==> src/rtl/core/lbs_pkg.sv <==
`timescale 1ns / 1ps
`default_nettype none

package lbs_pkg;

  localparam int COORD_W     = 32;
  localparam int SUM_W       = 48;
  localparam int WEIGHT_W    = 17;
  localparam int WEIGHT_FRAC = 16;
  localparam int WPROD_W     = SUM_W + WEIGHT_W;
  localparam int CONTRIB_W   = WPROD_W - WEIGHT_FRAC;
  localparam int SUM_ADD_W   = CONTRIB_W + 1;

  localparam logic [WEIGHT_W-1:0] WEIGHT_ONE = 17'd65536;

  localparam logic signed [SUM_W-1:0] S48_MAX = 48'sh7FFF_FFFF_FFFF;
  localparam logic signed [SUM_W-1:0] S48_MIN = 48'sh8000_0000_0000;
  localparam logic signed [COORD_W-1:0] S32_MAX = 32'sh7FFF_FFFF;
  localparam logic signed [COORD_W-1:0] S32_MIN = 32'sh8000_0000;

  localparam logic ACT_WRITE     = 1'b0;
  localparam logic ACT_INFLUENCE = 1'b1;

  localparam logic [1:0] TRANS_COL = 2'd3;
  localparam logic [1:0] LAST_ROW  = 2'd2;

  typedef enum logic [1:0] {
    ST_IDLE,
    ST_RUN,
    ST_DRAIN,
    ST_EMIT
  } ctl_state_e;

  typedef struct packed {
    logic       load;
    logic       wr;
    logic       rd;
    logic [1:0] col;
    logic [1:0] row;
    logic       emit;
  } dp_cmd_t;

  typedef struct packed {
    logic busy;
    logic bone_ok;
    logic last;
    logic out_free;
  } dp_status_t;

  function automatic logic signed [SUM_W-1:0] sat_to_s48(
    input logic signed [SUM_ADD_W-1:0] v
  );
    logic signed [SUM_W-1:0] r;
    if (v > SUM_ADD_W'(S48_MAX)) begin
      r = S48_MAX;
    end else if (v < SUM_ADD_W'(S48_MIN)) begin
      r = S48_MIN;
    end else begin
      r = v[SUM_W-1:0];
    end
    return r;
  endfunction

  function automatic logic signed [COORD_W-1:0] sat_to_s32(
    input logic signed [SUM_W-1:0] v
  );
    logic signed [COORD_W-1:0] r;
    if (v > SUM_W'(S32_MAX)) begin
      r = S32_MAX;
    end else if (v < SUM_W'(S32_MIN)) begin
      r = S32_MIN;
    end else begin
      r = v[COORD_W-1:0];
    end
    return r;
  endfunction

endpackage

`default_nettype wire

==> src/rtl/core/lbs_ctrl.sv <==
`timescale 1ns / 1ps
`default_nettype none

module lbs_ctrl (
  input  wire logic               clk_i,
  input  wire logic               rst_ni,
  input  wire logic               in_valid_i,
  output logic                    in_stall_o,
  input  wire logic               action_i,
  input  wire lbs_pkg::dp_status_t status_i,
  output lbs_pkg::dp_cmd_t        cmd_o
);

  import lbs_pkg::*;

  ctl_state_e state_q, state_d;
  logic [1:0] col_q, col_d;
  logic [1:0] row_q, row_d;

  always_ff @(posedge clk_i or negedge rst_ni) begin
    if (!rst_ni) begin
      state_q <= ST_IDLE;
      col_q   <= '0;
      row_q   <= '0;
    end else begin
      state_q <= state_d;
      col_q   <= col_d;
      row_q   <= row_d;
    end
  end

  always_comb begin
    state_d = state_q;
    col_d   = col_q;
    row_d   = row_q;
    case (state_q)
      ST_IDLE: begin
        col_d = '0;
        row_d = '0;
        if (in_valid_i && (action_i == ACT_INFLUENCE)) begin
          state_d = ST_RUN;
        end
      end
      ST_RUN: begin
        if (col_q == TRANS_COL) begin
          col_d = '0;
          row_d = row_q + 2'd1;
        end else begin
          col_d = col_q + 2'd1;
        end
        if (!status_i.bone_ok || ((row_q == LAST_ROW) && (col_q == TRANS_COL))) begin
          state_d = ST_DRAIN;
        end
      end
      ST_DRAIN: begin
        if (!status_i.busy) begin
          state_d = status_i.last ? ST_EMIT : ST_IDLE;
        end
      end
      ST_EMIT: begin
        if (status_i.out_free) begin
          state_d = ST_IDLE;
        end
      end
      default: begin
        state_d = ST_IDLE;
      end
    endcase
  end

  always_comb begin
    cmd_o      = '0;
    in_stall_o = (state_q != ST_IDLE);
    case (state_q)
      ST_IDLE: begin
        if (in_valid_i) begin
          if (action_i == ACT_WRITE) begin
            cmd_o.wr = 1'b1;
          end else begin
            cmd_o.load = 1'b1;
          end
        end
      end
      ST_RUN: begin
        cmd_o.rd  = status_i.bone_ok;
        cmd_o.col = col_q;
        cmd_o.row = row_q;
      end
      ST_DRAIN: begin
        cmd_o.rd = 1'b0;
      end
      ST_EMIT: begin
        cmd_o.emit = status_i.out_free;
      end
      default: begin
        cmd_o = '0;
      end
    endcase
  end

endmodule

`default_nettype wire

==> config.mk <==
export PLATFORM = sky130hd
export DESIGN_NAME = lbs_ctrl
export DESIGN_NICKNAME = d
export VERILOG_FILES = /design/src/rtl/core/lbs_pkg.sv /design/src/rtl/core/lbs_ctrl.sv
export SDC_FILE = /design/constraint.sdc
export NUM_CORES = 1
export LEC_CHECK = 0
export ABC_AREA = 1
export BUFFER_PORTS_ARGS = -buffer_cell sky130_fd_sc_hd__buf_4
export CORE_AREA = 2 2 39 41
export DETAILED_ROUTE_END_ITERATION = 7
export DIE_AREA = 0 0 41 43
export GPL_ROUTABILITY_DRIVEN = 0
export PLACE_DENSITY = 0.63
export SYNTH_ARGS = -nofsm -noshare
export SYNTH_HDL_FRONTEND = slang
export SYNTH_SLANG_ARGS = --single-unit
==> constraint.sdc <==
create_clock -name clk_i -period 1.1 [get_ports clk_i]
set_input_delay 0.22 -clock clk_i [delete_from_list [all_inputs] [get_ports clk_i]]
set_output_delay 0.22 -clock clk_i [all_outputs]
set_load 0.01 [all_outputs]
# Word-level counts from Yosys, hierarchy flattened
# Cells that the tools add are included.
[word_totals]
regBits = 6
latchBits = 0
ramBits = 0
romBits = 0
in_bits = 8
word_cells = 41
memories = 0
[op_classes]
n_addsub = 2
multipliers = 0
div_mod_pow = 0
n_lt_le_gt_ge = 0
n_eq_ne = 10
n_shift = 0
muxes = 17
bitwise_logic = 0
reduce_logical = 9
[ops]
columns = ["operator", "count"]
rows = [
  ["two-way mux 2 bit", 9],
  ["!= test 2 bit (second input constant)", 5],
  ["equality test 2 bit (second input constant)", 4],
  ["case mux 2 bit (2 select lines)", 2],
  ["case mux 2 bit (4 select lines)", 1],
  ["adder 2 x 1 -> 2 bit (second input constant)", 2],
  ["two-way mux 1 bit", 4],
  ["two-way mux 4 bit", 1],
  ["AND reduction 4 bit", 1],
  ["nonzero test 2 bit", 2],
  ["equality test 2 x 1 -> 1 bit (second input constant)", 1],
  ["logical AND 1 bit", 2],
  ["logical NOT 2 bit", 1],
  ["AND reduction 2 bit", 1],
  ["logical NOT 1 bit", 1],
  ["logical OR 1 bit", 1],
]

# Depth between registers and ports, before layout
[logic_depth]
word_depth = 5
mapped_depth = 6
mapped_depth_nobuf = 6

# Least setup slack after synthesis
# OpenSTA, ideal clock, no wires.
[synth_path]
path_kind = "register -> output"
from = "register state_q[1]"
to = "output port cmd_o[7] (netlist bit)"
t_arrival_ps = 895
required_time_ps = 880
slack_ps = -15
path_stages_with_launch = 4
path_buffers = 0
path_cell_list = "dfrtp_1 nor2_1 inv_1 nor2_1"
[synth_lines]
columns = ["element", "line_no", "source"]
rows = [
  ["from (decl)", "lbs_ctrl.sv:16", "ctl_state_e state_q, state_d;"],
  ["from (signal assigned)", "lbs_ctrl.sv:26", "state_q <= state_d;"],
  ["to (decl)", "lbs_ctrl.sv:11", "output lbs_pkg::dp_cmd_t cmd_o"],
]

==> impl_metrics.ini <==
[run_status]
outcome = complete, but fails checks
violations = negative setup slack

[power]
swShare_pct = 41.3
p_per_area_nw_per_um2 = 2460
internal_power_uw = 1070
total_power_uw = 1820
p_sw_uw = 750
ir_drop_v = 0.00102
seq_power_share_pct = 21.0
leakagePower_uw = 0.000369
clkPwrFrac_pct = 11.2
combPwrFrac_pct = 67.8

[placement]
portBuffers = 16
dpl-instance-area_um2 = 548
placed_cells = 88
hpwl_um = 817

[global_routing]
grt_usage_pct = 15.7
grt_max_degree = 7
first_global_vias = 443
antenna_found_initial = 0
grt-ovfl-total = 0
grt_pass1_wl_um = 1780

[setup_path]
endpoint_kind = output port
cp-endpoint = cmd_o[4]
cp_max_fo = 5
r2r_end = row_q[0]
r2r_cells = 7
crit_arrival_ns = 1.10
cp-start-kind = flop
reg2reg_from = state_q[1]
rrSetupSlack_ns = -0.06
cp.required_ns = 0.88
crit_type = reg -> out
critPathLaunch = state_q[1]

[floorplanning]
pin_count = 17
dieArea_um2 = 1760
std_cell_rows = 14
die_h_um = 43
start_util_pct = 27.7
die_w_um = 41
coreArea_um2 = 1380

[synthesis]
synth.avg_cell_area_um2 = 7.22
synth_top_area_share_pct = 39.2
syn_area_um2 = 383
syn_inst = 53
yosys.area.top_type = dfrtp_1
ys_top_cells_by_area = dfrtp_1 39%, nand2_1 11%, nor2_1 8.8%, inv_1 6.9%, ha_1 6.5%
syn_nets = 63
ys_warn_count = 0
seq_area_frac_synth_pct = 39.2
ys_ff_latch = 6
synthDistinctLibCells = 15

[timing]
report.final.slew_viol_count = 0
finalHoldViolCount = 0
fmax_mhz = 760
post-route-period-util_pct = 120
finalSetupViolCount = 13
whs_ns = 0.303
fin_crit_ns = 1.32
rsz0062_at_grt = true
setup_ws_ns = -0.215
max-slew-margin-rel_pct = 86.3
tightest_slew_ns = 0.206
finClkSkew_ns = 0.0102

[clock_tree]
numCtsBuffers = 3
cts_htree_levels = 1
max-clock-path-buffers = 2
cts_sinks = 6
insertion_delay_ns = 0.25
clkSlewWorstSetupHoldPaths_ns = 0.04
cts_root_buf = clkbuf_4
cts_tree = yes

[layout]
layout.nets = 96
drive_gt1_share_pct = 65.5
instances_no_fill = 100
final_area_um2 = 738
fill_cells = 126
fin_util_pct = 53.3
n_antenna_cell = 0
syn2layout_area_growth_pct = 92.8

[job]
cap_violations = 0

[drt]
drtIter0Drc = 10
first_pass_iters = 3
routed_wl_um = 1230
vias = 468
drc = 0
wire_per_inst_um = 12.3
via_per_inst = 4.68
ant_nets = 0

[min_path]
hold_path_class = in -> reg
==> through the flow <==
step                      setup TNS (ns)  setup slack, ns
after floorplan                        0           0.0211
after global placement         -0.000402        -0.000402
after detailed placement         -0.0867          -0.0393
after CTS                          -1.87           -0.226
after global routing               -2.98           -0.297
final                              -1.99           -0.215
==> power by group through the flow <==
stage | Clock [uW] | Combinational, uW | Sequential, uW
global placement | 0 | 722 | 368
finish | 203 | 1230 | 382
floorplan | 0 | 430 | 369
detailed placement | 0 | 752 | 371
CTS | 211 | 879 | 380
global route | 215 | 1350 | 391
==> worst min path at each step <==
| stage | from | to | slack, ns | depth (start not counted) |
|---|---|---|---|---|
| 2_1_floorplan | rst_ni | col_q[0] | -0.08 | 0 |
| 3_3_place_gp | rst_ni | col_q[0] | 0.03 | 1 |
| 3_5_place_dp | rst_ni | col_q[1] | 0.03 | 1 |
| 4_1_cts | status_i[3] | state_q[0] | 0.30 | 4 |
| 5_1_grt | status_i[3] | state_q[0] | 0.32 | 4 |
| 6_report | status_i[3] | state_q[0] | 0.30 | 4 |
==> kinds of logic (layout without fill, tap and decap cells) <==
logic type               count (synthesis)  count (layout)  share of synthesized area [%]
AO/OA/AOI/OAI                            7               7                           12.4
adder cells (fa/ha/maj)                  2               2                           6.53
buffers and inverters                   10              41                           9.80
flip-flops                               6               6                           39.2
AND/OR/NAND/NOR                         28              28                           32.0
==> cells in the mapped netlist (all sizes together) <==
library cell	n
o21a	1
a31oi	1
nor3	1
nand3	5
inv	10
nand2	11
o21bai	2
dfrtp	6
ha	2
nand4	1
o21ai	3
nor2	10
==> flip-flops by register name (all words and copies together), names as in the netlist <==
register  count
row_q         2
col_q         2
state_q       2
==> cell type report <==
type | instances | area, um2 | share of cell area (%)
clock buffers | 3 | 22.5 | 3.05
inverters | 10 | 40.0 | 5.42
multi-input cells | 37 | 269 | 36.4
flip-flops and latches | 6 | 151 | 20.5
well taps | 16 | 20.0 | 2.71
repair buffers | 28 | 235 | 31.9
==> timing repair <==
item | CTS | global route
hold buffers | 1 | 0
resized for setup | 5 | 27
endpoints found under the hold margin | 6 | 0
pin swaps | 1 | 6
setup buffers | 4 | 5
endpoints found under the setup margin | 12 | 14
cloned | 0 | 0
==> layout by cell type (no fill, tap or decap) <==
cell type and instances:
a31oi_1 1, buf_4 21, buf_6 6, clkbuf_4 3, dfrtp_1 5, dfrtp_2 1
dlygate4sd3_1 1, ha_2 1, ha_4 1, inv_1 5, inv_2 4, inv_4 1
nand2_1 8, nand2_2 2, nand2_4 1, nand3_1 3, nand3_2 2, nand4_1 1
nor2_1 1, nor2_2 8, nor2_4 1, nor3_2 1, o21a_1 1, o21ai_1 2
o21ai_2 1, o21bai_1 1, o21bai_4 1
==> critical path, stage by stage, from the launching register on <==
cell and delay [ns]:
dfrtp_2 0.43, nor2_4 0.16, inv_4 0.07, nor2_2 0.08, buf_4 0.12
==> per-layer routing <==
| layer | share of wire [%] | routed length (um) | global-route usage, % | up-vias |
|---|---|---|---|---|
| met5 | 0 | 0 | 0 | - |
| met4 | 6.7 | 82 | 8.00 | 0 |
| met3 | 4.4 | 54 | 7.85 | 8 |
| met2 | 50 | 618 | 25.6 | 17 |
| met1 | 38 | 472 | 15.3 | 214 |
| li1 | - | - | - | 229 |
No activity file was read; power rests on OpenSTA's default activity.
